**config.mk**
```make
export PLATFORM = sky130hd
export DESIGN_NAME = suffixed_decimal_count_finder
export DESIGN_NICKNAME = d
export VERILOG_FILES = /design/src/sdcf_pkg.sv /design/src/sdcf_scan.sv /design/src/suffixed_decimal_count_finder.sv
export SDC_FILE = /design/constraint.sdc
export NUM_CORES = 1
export LEC_CHECK = 0
export BUFFER_PORTS_ARGS = -buffer_cell sky130_fd_sc_hd__buf_2
export CELL_PAD_IN_SITES_DETAIL_PLACEMENT = 1
export CELL_PAD_IN_SITES_GLOBAL_PLACEMENT = 2
export CORE_ASPECT_RATIO = 1.4
export CORE_UTILIZATION = 34
export DETAILED_ROUTE_END_ITERATION = 12
export GPL_TIMING_DRIVEN = 0
export PLACE_DENSITY = 0.8
export SYNTH_ARGS = -nofsm -noshare
export SYNTH_HDL_FRONTEND = slang
export SYNTH_HIERARCHICAL = 1
export SYNTH_SLANG_ARGS = --single-unit
```
**constraint.sdc**
```tcl
create_clock -name clk_i -period 3.6 [get_ports clk_i]
set_input_delay 0.72 -clock clk_i [delete_from_list [all_inputs] [get_ports clk_i]]
set_output_delay 0.72 -clock clk_i [all_outputs]
set_load 0.01 [all_outputs]
```
**src/sdcf_pkg.sv**
```systemverilog
// ----------------------------------------------------------------------------
// sdcf_pkg - shared types and constants for the suffixed decimal count finder
// Byte codes of the pattern, scan phases and the result record.
// ----------------------------------------------------------------------------
package sdcf_pkg;

  localparam int unsigned ValueBitsDefault = 32;
  localparam int unsigned OutValueBits     = 32;
  localparam int unsigned RegAddrBits      = 3;
  localparam int unsigned RegDataBits      = 32;

  // register index (paddr[2]) of min_run_length
  localparam logic RegMinRunIdx = 1'b0;

  localparam logic [3:0] MinRunReset = 4'd2;
  localparam logic [3:0] CountMax    = 4'hF;

  localparam logic [7:0] CharZero  = 8'h30;
  localparam logic [7:0] CharNine  = 8'h39;
  localparam logic [7:0] CharComma = 8'h2C;
  localparam logic [7:0] CharSpace = 8'h20;
  localparam logic [7:0] CharTab   = 8'h09;
  localparam logic [7:0] CharCr    = 8'h0D;
  localparam logic [7:0] MarkByte0 = 8'hE4;
  localparam logic [7:0] MarkByte1 = 8'hBB;
  localparam logic [7:0] MarkByte2 = 8'hB6;

  typedef enum logic [2:0] {
    PhIdle,
    PhRun,
    PhSpace,
    PhMark1,
    PhMark2
  } phase_e;

  typedef struct packed {
    logic                    found;
    logic [OutValueBits-1:0] listing_count;
    logic                    saturated;
  } result_t;

  function automatic logic is_digit(logic [7:0] b);
    return (b >= CharZero) && (b <= CharNine);
  endfunction

  function automatic logic is_space(logic [7:0] b);
    return (b == CharSpace) || ((b >= CharTab) && (b <= CharCr));
  endfunction

endpackage

```
**src/sdcf_scan.sv**
```systemverilog
// ----------------------------------------------------------------------------
// sdcf_scan - per-byte pattern scanner
// Holds the scan state; one byte is folded in on each accepted transfer.
// ----------------------------------------------------------------------------
module sdcf_scan #(
  parameter int unsigned ValueBits = sdcf_pkg::ValueBitsDefault
) (
  input  logic             clk_i,
  input  logic             rst_ni,
  input  logic             step_i,
  input  logic [7:0]       text_byte_i,
  input  logic             message_end_i,
  input  logic [3:0]       min_run_length_i,
  output logic             result_valid_o,
  output sdcf_pkg::result_t result_o
);
  import sdcf_pkg::*;

  localparam int unsigned ProdBits = ValueBits + 4;

  phase_e               phase_q, phase_d;
  logic [ValueBits-1:0] acc_q, acc_d;
  logic                 ovf_q, ovf_d;
  logic [3:0]           cnt_q, cnt_d;
  logic                 match_q, match_d;
  logic [ValueBits-1:0] mval_q, mval_d;
  logic                 msat_q, msat_d;

  logic                 digit;
  logic [3:0]           dval;
  logic [ProdBits-1:0]  prod;
  logic                 add_ovf;
  logic [ValueBits-1:0] add_acc;
  logic [3:0]           cnt_bump;
  logic                 fail;
  logic                 hit;

  // acc * 10 + d; anything above ValueBits means overflow
  assign digit    = is_digit(text_byte_i);
  assign dval     = text_byte_i[3:0];
  assign prod     = (ProdBits'(acc_q) << 3) + (ProdBits'(acc_q) << 1) + ProdBits'(dval);
  assign add_ovf  = ovf_q || (prod[ProdBits-1 -: 4] != 4'd0);
  assign add_acc  = add_ovf ? '1 : prod[ValueBits-1:0];
  assign cnt_bump = (cnt_q == CountMax) ? cnt_q : cnt_q + 4'd1;

  always_comb begin
    phase_d  = phase_q;
    acc_d    = acc_q;
    ovf_d    = ovf_q;
    cnt_d    = cnt_q;
    match_d  = match_q;
    mval_d   = mval_q;
    msat_d   = msat_q;
    fail     = 1'b0;
    hit      = 1'b0;

    if (!match_q) begin
      unique case (phase_q)
        PhRun: begin
          priority if (digit) begin
            acc_d = add_acc;
            ovf_d = add_ovf;
            cnt_d = cnt_bump;
          end else if (text_byte_i == CharComma) begin
            cnt_d = cnt_bump;
          end else if (is_space(text_byte_i)) begin
            phase_d = PhSpace;
          end else if (text_byte_i == MarkByte0) begin
            phase_d = PhMark1;
          end else begin
            fail = 1'b1;
          end
        end
        PhSpace: begin
          priority if (is_space(text_byte_i)) begin
            phase_d = PhSpace;
          end else if (text_byte_i == MarkByte0) begin
            phase_d = PhMark1;
          end else begin
            fail = 1'b1;
          end
        end
        PhMark1: begin
          if (text_byte_i == MarkByte1) begin
            phase_d = PhMark2;
          end else begin
            fail = 1'b1;
          end
        end
        PhMark2: begin
          if ((text_byte_i == MarkByte2) && (cnt_q >= min_run_length_i)) begin
            hit = 1'b1;
          end else begin
            fail = 1'b1;
          end
        end
        default: begin
          fail = 1'b1;
        end
      endcase
    end

    if (hit) begin
      match_d = 1'b1;
      mval_d  = acc_q;
      msat_d  = ovf_q;
      phase_d = PhIdle;
      acc_d   = '0;
      ovf_d   = 1'b0;
      cnt_d   = 4'd0;
    end

    // failing byte is looked at again as if idle
    if (fail) begin
      if (digit) begin
        phase_d = PhRun;
        acc_d   = ValueBits'(dval);
        ovf_d   = 1'b0;
        cnt_d   = 4'd1;
      end else begin
        phase_d = PhIdle;
        acc_d   = '0;
        ovf_d   = 1'b0;
        cnt_d   = 4'd0;
      end
    end

    result_valid_o          = step_i && message_end_i;
    result_o.found          = match_d;
    result_o.listing_count  = match_d ? OutValueBits'(mval_d) : '0;
    result_o.saturated      = match_d && msat_d;

    if (message_end_i) begin
      phase_d = PhIdle;
      acc_d   = '0;
      ovf_d   = 1'b0;
      cnt_d   = 4'd0;
      match_d = 1'b0;
      mval_d  = '0;
      msat_d  = 1'b0;
    end
  end

  always_ff @(posedge clk_i or negedge rst_ni) begin
    if (!rst_ni) begin
      phase_q <= PhIdle;
      acc_q   <= '0;
      ovf_q   <= 1'b0;
      cnt_q   <= 4'd0;
      match_q <= 1'b0;
      mval_q  <= '0;
      msat_q  <= 1'b0;
    end else if (step_i) begin
      phase_q <= phase_d;
      acc_q   <= acc_d;
      ovf_q   <= ovf_d;
      cnt_q   <= cnt_d;
      match_q <= match_d;
      mval_q  <= mval_d;
      msat_q  <= msat_d;
    end
  end

endmodule

```
**src/suffixed_decimal_count_finder.sv**
```systemverilog
// ----------------------------------------------------------------------------
// suffixed_decimal_count_finder - finds the first digit run tagged E4 BB B6
// Streams message bytes in, returns one result per message.
// ----------------------------------------------------------------------------
// Usage:
//  - Slave stream: one message byte per transfer in s_axis_tdata[7:0],
//    s_axis_tlast on the final byte of the message.
//  - Master stream: one transfer per message, issued for the tlast byte.
//    m_axis_tdata = listing_count, m_axis_tuser = {value_saturated,
//    count_found}. No match gives found = 0 and a zero count.
//  - APB: min_run_length at byte address 0 (4 bits, reset 2).
//  - Throughput: one byte per clock while s_axis_tready is high. The scanner
//    state update is a single step of combinational logic (a x10 + digit add, compares).
//  - Output: the result for the tlast byte is registered before it shows on m_axis.
//  - Stall: a two-entry output stage (output register plus skid) lets the
//    block keep taking bytes while a result waits; s_axis_tready drops only
//    once both entries hold results.
//  - Reset: scan state cleared, register back to 2, output stage empty.
// ----------------------------------------------------------------------------
module suffixed_decimal_count_finder #(
  parameter int unsigned VALUE_BITS = sdcf_pkg::ValueBitsDefault
) (
  input  logic                              clk_i,
  input  logic                              rst_ni,
  // slave stream
  input  logic                              s_axis_tvalid,
  output logic                              s_axis_tready,
  input  logic [7:0]                        s_axis_tdata,  // [7:0] text_byte
  input  logic                              s_axis_tlast,  // message_end
  // master stream
  output logic                              m_axis_tvalid,
  input  logic                              m_axis_tready,
  output logic [sdcf_pkg::OutValueBits-1:0] m_axis_tdata,  // [31:0] listing_count
  output logic [1:0]                        m_axis_tuser,  // [0] count_found,
                                                           // [1] value_saturated
  // configuration
  input  logic                              psel,
  input  logic                              penable,
  input  logic                              pwrite,
  input  logic [sdcf_pkg::RegAddrBits-1:0]  paddr,
  input  logic [sdcf_pkg::RegDataBits-1:0]  pwdata,
  output logic [sdcf_pkg::RegDataBits-1:0]  prdata,
  output logic                              pready
);
  import sdcf_pkg::*;

  logic [3:0] min_run_q;
  logic       reg_wr;

  logic       step;
  logic       res_valid;
  result_t    res;

  logic       out_valid_q, out_valid_d;
  result_t    out_q, out_d;
  logic       skid_valid_q, skid_valid_d;
  result_t    skid_q, skid_d;
  logic       pop;

  // ---- config register ----
  assign pready = 1'b1;
  assign reg_wr = psel && penable && pwrite && (paddr[2] == RegMinRunIdx);
  assign prdata = (paddr[2] == RegMinRunIdx) ? RegDataBits'(min_run_q) : '0;

  always_ff @(posedge clk_i or negedge rst_ni) begin
    if (!rst_ni) begin
      min_run_q <= MinRunReset;
    end else if (reg_wr) begin
      min_run_q <= pwdata[3:0];
    end
  end

  // ---- scanner ----
  assign s_axis_tready = !skid_valid_q;
  assign step          = s_axis_tvalid && s_axis_tready;

  sdcf_scan #(
    .ValueBits (VALUE_BITS)
  ) u_scan (
    .clk_i            (clk_i),
    .rst_ni           (rst_ni),
    .step_i           (step),
    .text_byte_i      (s_axis_tdata),
    .message_end_i    (s_axis_tlast),
    .min_run_length_i (min_run_q),
    .result_valid_o   (res_valid),
    .result_o         (res)
  );

  // ---- output register + skid ----
  assign pop = out_valid_q && m_axis_tready;

  always_comb begin
    out_valid_d  = out_valid_q;
    out_d        = out_q;
    skid_valid_d = skid_valid_q;
    skid_d       = skid_q;
    if (pop || !out_valid_q) begin
      if (skid_valid_q) begin
        out_d        = skid_q;
        out_valid_d  = 1'b1;
        skid_valid_d = 1'b0;
      end else if (res_valid) begin
        out_d        = res;
        out_valid_d  = 1'b1;
      end else begin
        out_valid_d  = 1'b0;
      end
    end else if (res_valid) begin
      // output held by the receiver, park the new result
      skid_d       = res;
      skid_valid_d = 1'b1;
    end
  end

  always_ff @(posedge clk_i or negedge rst_ni) begin
    if (!rst_ni) begin
      out_valid_q  <= 1'b0;
      skid_valid_q <= 1'b0;
    end else begin
      out_valid_q  <= out_valid_d;
      skid_valid_q <= skid_valid_d;
    end
  end

  always_ff @(posedge clk_i) begin
    out_q  <= out_d;
    skid_q <= skid_d;
  end

  assign m_axis_tvalid = out_valid_q;
  assign m_axis_tdata  = out_q.listing_count;
  assign m_axis_tuser  = {out_q.saturated, out_q.found};

endmodule

```
==> impl_metrics.ini, run 1 <==
[run_status]
status = finished, final reports clean

[synthesis]
synth_edf_count = 68
syn_area_per_cell_sq_um = 10.30
yosysTopAreaCellShare_pct = 21.45
netlist_area_sq_mm = 0.009518
ys_seq_area_share_pct = 42.50
synth_ff_type = dfrtp_1
ys_ff_latch = 148
yosys-top-cells-area = edfxtp_1 (21%), dfrtp_1 (21%), ha_1 (8.9%)
synthCells = 924
yosys.area.top_type = edfxtp_1
async_flop_share_pct = 54.05
synth_cell_types = 77
yosysWarnings = 6

[timing]
setup_viol = 0
holdWs_ns = 0.2573
finalSetupTns_ns = 0
tightest_slew_ns = 0.8936
relSlewSlack_pct = 40.43
fin_crit_sh_pct = 97.53
min_period_ns = 3.511
timing.final.max_slew_violations = 0
skew_ns = 0.007977
fmax_mhz = 284.8
finalHoldViolCount = 0

[clocking]
cts_tree = built
clk_latency_ns = 0.43
clkTransAtPathRegs_ns = 0.06
htree_levels = 4
cts_buffer_depth = 2
cts_root_buf = clkbuf_16
cts_buffers = 17
cts.sinks = 148

[die]
core-area_sq_mm = 0.02757
dieWidth_um = 143.4
initial_core_util_pct = 34.53
rows = 72
ios = 120
die_h_um = 200.0
dieArea_sq_mm = 0.02868

[power_and_ir_drop]
irDropWorstVdd_uv = 323.0
power_density_mw_per_mm2 = 348.1
leakagePower_nw = 4.839

[cells_and_area]
insertedDiodeCount = 0
drive_above_1_share_pct = 20.40
post-route-util_pct = 40.58
area_growth_pct = 17.52
layout_commonest_cell = nand2_1
nets = 1157
fin_area_sq_mm = 0.01119
final_cell_mix = nand2_1 (118), o21ai_0 (81), dfrtp_1 (78), edfxtp_1 (68), ha_1 (68)

[place]
dpl_cell_area_sq_mm = 0.01045
hpwl_um = 20310
gp_congestion = 0.7746
numPortBuffers = 59

[route]
drt_pass1_iterations = 5
wire_per_inst_um = 18.55
drc = 0
final_antenna_net_count = 0
via_per_inst = 5.350
initialDrtViolationCount = 297
route.vias.total = 7591
wl_um = 26320

[setup_path]
startpoint_type = input port
required_ns = 3.88
worst-path-buf-inv = 4
slowest_stage = fa_1
crit_family = compound AO/OA/AOI/OAI gates
worstPathCellList = buf_2 > fa_1 > inv_1 > fa_1 > nand2b_4 > a21o_1 > a31oi_4 > o21ai_2 > nand3_1 > o2111ai_1 > a211oi_2 > buf_4 > buf_4 > o221ai_1
path_class = input port to register
r2r_slack_ns = 0.10
worstPathMaxFanout = 10
cp.arrival_ns = 3.79
cp-end-kind = register
slowest_delay_ns = 0.58

[job]
maxCapViolations = 0

[hold_path]
hp-class = input port to async pin

[global_route]
antenna_found_initial = 0
grt_use_total_pct = 19.10
grt_max_degree = 48
gr-total-overflow = 0
grt_pass1_vias = 7836
grt_first_pass_wirelength_um = 42390
==> sequential cells by signal, summed over array words and instances (netlist names), 2 cells and up <==
register        cells
m_axis_tuser        2
u_scan/phase_q      3
u_scan/acc_q       32
u_scan/cnt_q        4
u_scan/mval_q      32
min_run_q           4
m_axis_tdata       32
skid_q             34
==> report_power, final <==
group / switching [W] / internal, W / total (W)
logic: 0.000179 / 0.000119 / 0.000298
registers: 0.0000184 / 0.00181 / 0.00183
clock network: 0.000695 / 0.00107 / 0.00177
total: 0.000893 / 0.00300 / 0.00389
==> area by class of cell <==
class / count / area [sq um]
Buffer: 76 / 475.5
Clock buffer: 22 / 506.7
Clock inverter: 10 / 92.59
Fill cell: 3117 / 16380
Inverter: 24 / 90.09
Multi-Input combinational cell: 700 / 5099
Sequential cell: 148 / 4046
Tap cell: 370 / 462.9
Timing Repair Buffer: 69 / 412.9
==> cell families after synthesis <==
| kind of cell | Yosys count | share of synthesized area [%] |
|---|---|---|
| fa+ha+maj | 70 | 9.360 |
| mux | 44 | 6.218 |
| simple gates | 229 | 11.36 |
| xor+xnor | 17 | 1.564 |
| flops | 148 | 42.50 |
| buf+inv | 103 | 5.968 |
| other cells | 2 | 0.07890 |
| compound gates | 311 | 22.95 |
==> synthesized netlist by cell type, drive strengths merged, types with 22 or more instances <==
cell type / n
nand2: 118
o2bb2ai: 33
inv: 22
a22oi: 51
o21ai: 89
buf: 40
dfrtp: 79
ha: 68
mux2: 40
edfxtp: 68
a21oi: 42
clkbuf: 39
nor2: 32
==> layer usage <==
metal / vias to the layer above / routed length (um) / track usage, %
met5: - / 0 / 0
met4: 0 / 554 / 7.526
met3: 30 / 673 / 2.696
met2: 117 / 13850 / 34.63
met1: 3774 / 11240 / 22.52
li1: 3670 / - / -
==> worst reg2reg max path, stage by stage (launching register included) <==
cell and delay, ns:
dfrtp_1 0.48, ha_1 0.32, ha_1 0.20, clkbuf_1 0.20
a211oi_2 0.28, o211ai_1 0.18, a221oi_2 0.31, or2_2 0.18
nand3_1 0.10, a221o_1 0.36, a211oi_2 0.24, buf_4 0.17
buf_4 0.18, o221ai_1 0.14
==> path summary, 6_finish.rpt <==
path / start / endpoint / cells after the start
max in group asynchronous: rst_ni / u_scan/acc_q[0] / 2
min: rst_ni / u_scan/mval_q[25] / 1
min in group clk_i: u_scan/mval_q[30] / u_scan/mval_q[30] / 1
max: s_axis_tdata[3] / u_scan/acc_q[3] / 14
min reg2reg: u_scan/mval_q[30] / u_scan/mval_q[30] / 1
max reg2reg: u_scan/acc_q[19] / u_scan/acc_q[3] / 13
==> repair_timing <==
action	4_1_cts	5_1_grt
endpoints found under the setup margin	97	43
pin swaps	2	3
buffers inserted	4	4
resized for setup	12	13
hold buffers	0	0
==> through the flow <==
stage	power, W	cells	worst slack (ns)
3_5_place_dp	0.002161	1382	-1.229
4_1_cts	0.003938	1418	0.008851
3_3_place_gp	0.002141	1380	-1.211
2_1_floorplan	0.002039	951	-0.02180
5_1_grt	0.004027	1419	-0.04104
6_report	0.003894	1419	0.08876
No activity file was read; power rests on OpenSTA's default activity.
==> run 2, diff against run 1 <==
--- a/config.mk
+++ b/config.mk
@@ -9,10 +9,11 @@
 export CELL_PAD_IN_SITES_DETAIL_PLACEMENT = 1
 export CELL_PAD_IN_SITES_GLOBAL_PLACEMENT = 2
 export CORE_ASPECT_RATIO = 1.4
-export CORE_UTILIZATION = 34
+export CORE_UTILIZATION = 35
+export CTS_BUF_LIST = sky130_fd_sc_hd__clkbuf_8
 export DETAILED_ROUTE_END_ITERATION = 12
 export GPL_TIMING_DRIVEN = 0
-export PLACE_DENSITY = 0.8
+export PLACE_DENSITY = 0.82
 export SYNTH_ARGS = -nofsm -noshare
 export SYNTH_HDL_FRONTEND = slang
 export SYNTH_HIERARCHICAL = 1
==> run 2 against run 1 <==
  * Clock skew rose by 0.0027 ns
  * Combinational power barely moved
  * Sequential cell count did not move
  * Register-to-register slack improved by 0.06 ns
  * Clock power fell by 30%
  * Die area fell by 2.8%
  * Highest routed layer unchanged
==> impl_metrics.ini, run 2 (same netlist as run 1, synthesis figures left out) <==
[route]
drc = 0
final_antenna_net_count = 0
drt_pass1_iterations = 4
wire_per_inst_um = 18.36
initialDrtViolationCount = 293
route.vias.total = 7601
via_per_inst = 5.379
wl_um = 25950

[setup_path]
worstPathMaxFanout = 10
path_class = register to register
cp.arrival_ns = 3.74
r2r_cells = 13
rr_startpoint = u_scan/acc_q[0]
r2r-end = u_scan/acc_q[3]
required_ns = 3.91
cp-end-kind = register
startpoint_type = register
r2r_slack_ns = 0.16

[timing]
fmax_mhz = 291.1
fin_crit_sh_pct = 95.42
min_period_ns = 3.435
relSlewSlack_pct = 43.26
finalSetupTns_ns = 0
setup_viol = 0
tightest_slew_ns = 0.8511
timing.final.max_slew_violations = 0
skew_ns = 0.01065
holdWs_ns = 0.1066
finalHoldViolCount = 0

[global_route]
grt_use_total_pct = 19.44
grt_first_pass_wirelength_um = 42750
grt_pass1_vias = 7930
grt_max_degree = 70
antenna_found_initial = 0
gr-total-overflow = 0

[cells_and_area]
area_growth_pct = 14.92
multiInputGateArea_sq_mm = 0.005086
layout_commonest_cell = nand2_1
final_cells = 1413
largest_register = skid_q
insertedDiodeCount = 0
final_cell_mix = nand2_1 (118), o21ai_0 (82), dfrtp_1 (74), edfxtp_1 (68), ha_1 (68)
drive_above_1_share_pct = 20.13
post-route-util_pct = 40.77
largest_reg_flops = 34
nets = 1156
fillers = 3052
fin_area_sq_mm = 0.01094
seqCellArea_sq_mm = 0.004051

[die]
initial_core_util_pct = 35.48
core-area_sq_mm = 0.02683
die_h_um = 197.1
dieWidth_um = 141.4
dieArea_sq_mm = 0.02787
rows = 71
ios = 120

[clocking]
cts_hold_buf = 0
clk_latency_ns = 0.45
htree_levels = 4
cts_tree = built
cts_root_buf = clkbuf_8
clkTransAtPathRegs_ns = 0.08
cts.sinks = 148
cts_buffer_depth = 2
cts_buffers = 17

[job]
maxCapViolations = 0

[power_and_ir_drop]
power_density_mw_per_mm2 = 308.0
irDropWorstVdd_uv = 193.1
leakagePower_nw = 4.725

[run_status]
status = finished, final reports clean

[place]
dpl_cell_area_sq_mm = 0.01044
numPortBuffers = 59
hpwl_um = 20190
placedCellCount = 1377
gp_congestion = 0.7818

[hold_path]
hp-class = input port to async pin
-- run 2: cell types whose count changed in the layout (fill, tap and decap cells not counted), moves of 2 or more --
cell	delta
buf_4	-3
clkbuf_16	-19
clkbuf_2	+2
clkbuf_8	+15
clkinvlp_4	+2
dfrtp_1	-4
dfrtp_2	+4
inv_1	+3
-- run 2: critical path, stage by stage (launching register included) --
cell	delay, ns
dfrtp_2	0.47
fa_1	0.56
inv_1	0.07
fa_1	0.43
nand2b_1	0.19
a21o_1	0.23
a31oi_4	0.24
o21ai_2	0.12
nand3_1	0.12
o2111ai_1	0.15
a211oi_2	0.20
buf_4	0.16
clkbuf_4	0.21
o221ai_1	0.15
-- run 2: report_power, final --
part | switching, W | total [W] | leakage, nW | internal, W
clock | 0.000637 | 0.00124 | 0.190 | 0.000606
sequential | 0.0000189 | 0.00183 | 1.77 | 0.00181
combinational | 0.000179 | 0.000298 | 2.76 | 0.000119
total | 0.000835 | 0.00337 | 4.72 | 0.00253
-- run 2: worst max-delay path by stage --
stage | to | depth (start not counted) | from | slack [ns]
2_1_floorplan | u_scan/acc_q[3] | 11 | s_axis_tdata[3] | -0.02
3_3_place_gp | m_axis_tdata[23] | 6 | s_axis_tvalid | -1.17
3_5_place_dp | u_scan/acc_q[5] | 12 | s_axis_tdata[3] | -1.22
4_1_cts | u_scan/acc_q[3] | 13 | u_scan/acc_q[23] | 0.02
5_1_grt | u_scan/acc_q[3] | 13 | u_scan/acc_q[0] | -0.004
6_report | u_scan/acc_q[3] | 13 | u_scan/acc_q[0] | 0.16
-- run 2: timing repair --
| item | CTS | global route |
|---|---|---|
| setup endpoints to repair | 63 | 44 |
| gates resized for setup | 11 | 13 |
| pin swaps | 2 | 2 |
| buffers inserted | 4 | 2 |
| gates cloned | 0 | 0 |
-- run 2: area by class of cell --
cell class	instances	area share, %
clock inverters	15	1.293
inverters	24	0.8236
plain buffers	77	4.393
clock buffers	17	2.139
flip-flops and latches	148	37.04
repair buffers	67	3.638
multi-input cells	700	46.50
well taps	365	4.175
-- run 2: per-stage QoR --
stage	setup slack (ns)	total power, W
after floorplan	-0.02180	0.002039
after global placement	-1.171	0.002140
after detailed placement	-1.221	0.002162
after CTS	0.01953	0.003414
after global routing	-0.003778	0.003502
final	0.1648	0.003369
-- run 2: per-layer routing --
layer	track usage [%]	part of all wire, %	vias up	routed length, um
met4	6.531	2.3	0	586
met3	2.473	2.0	30	528
li1	-	-	3664	-
met2	35.68	53	133	13670
met5	0	0	-	0
met1	23.22	43	3774	11160
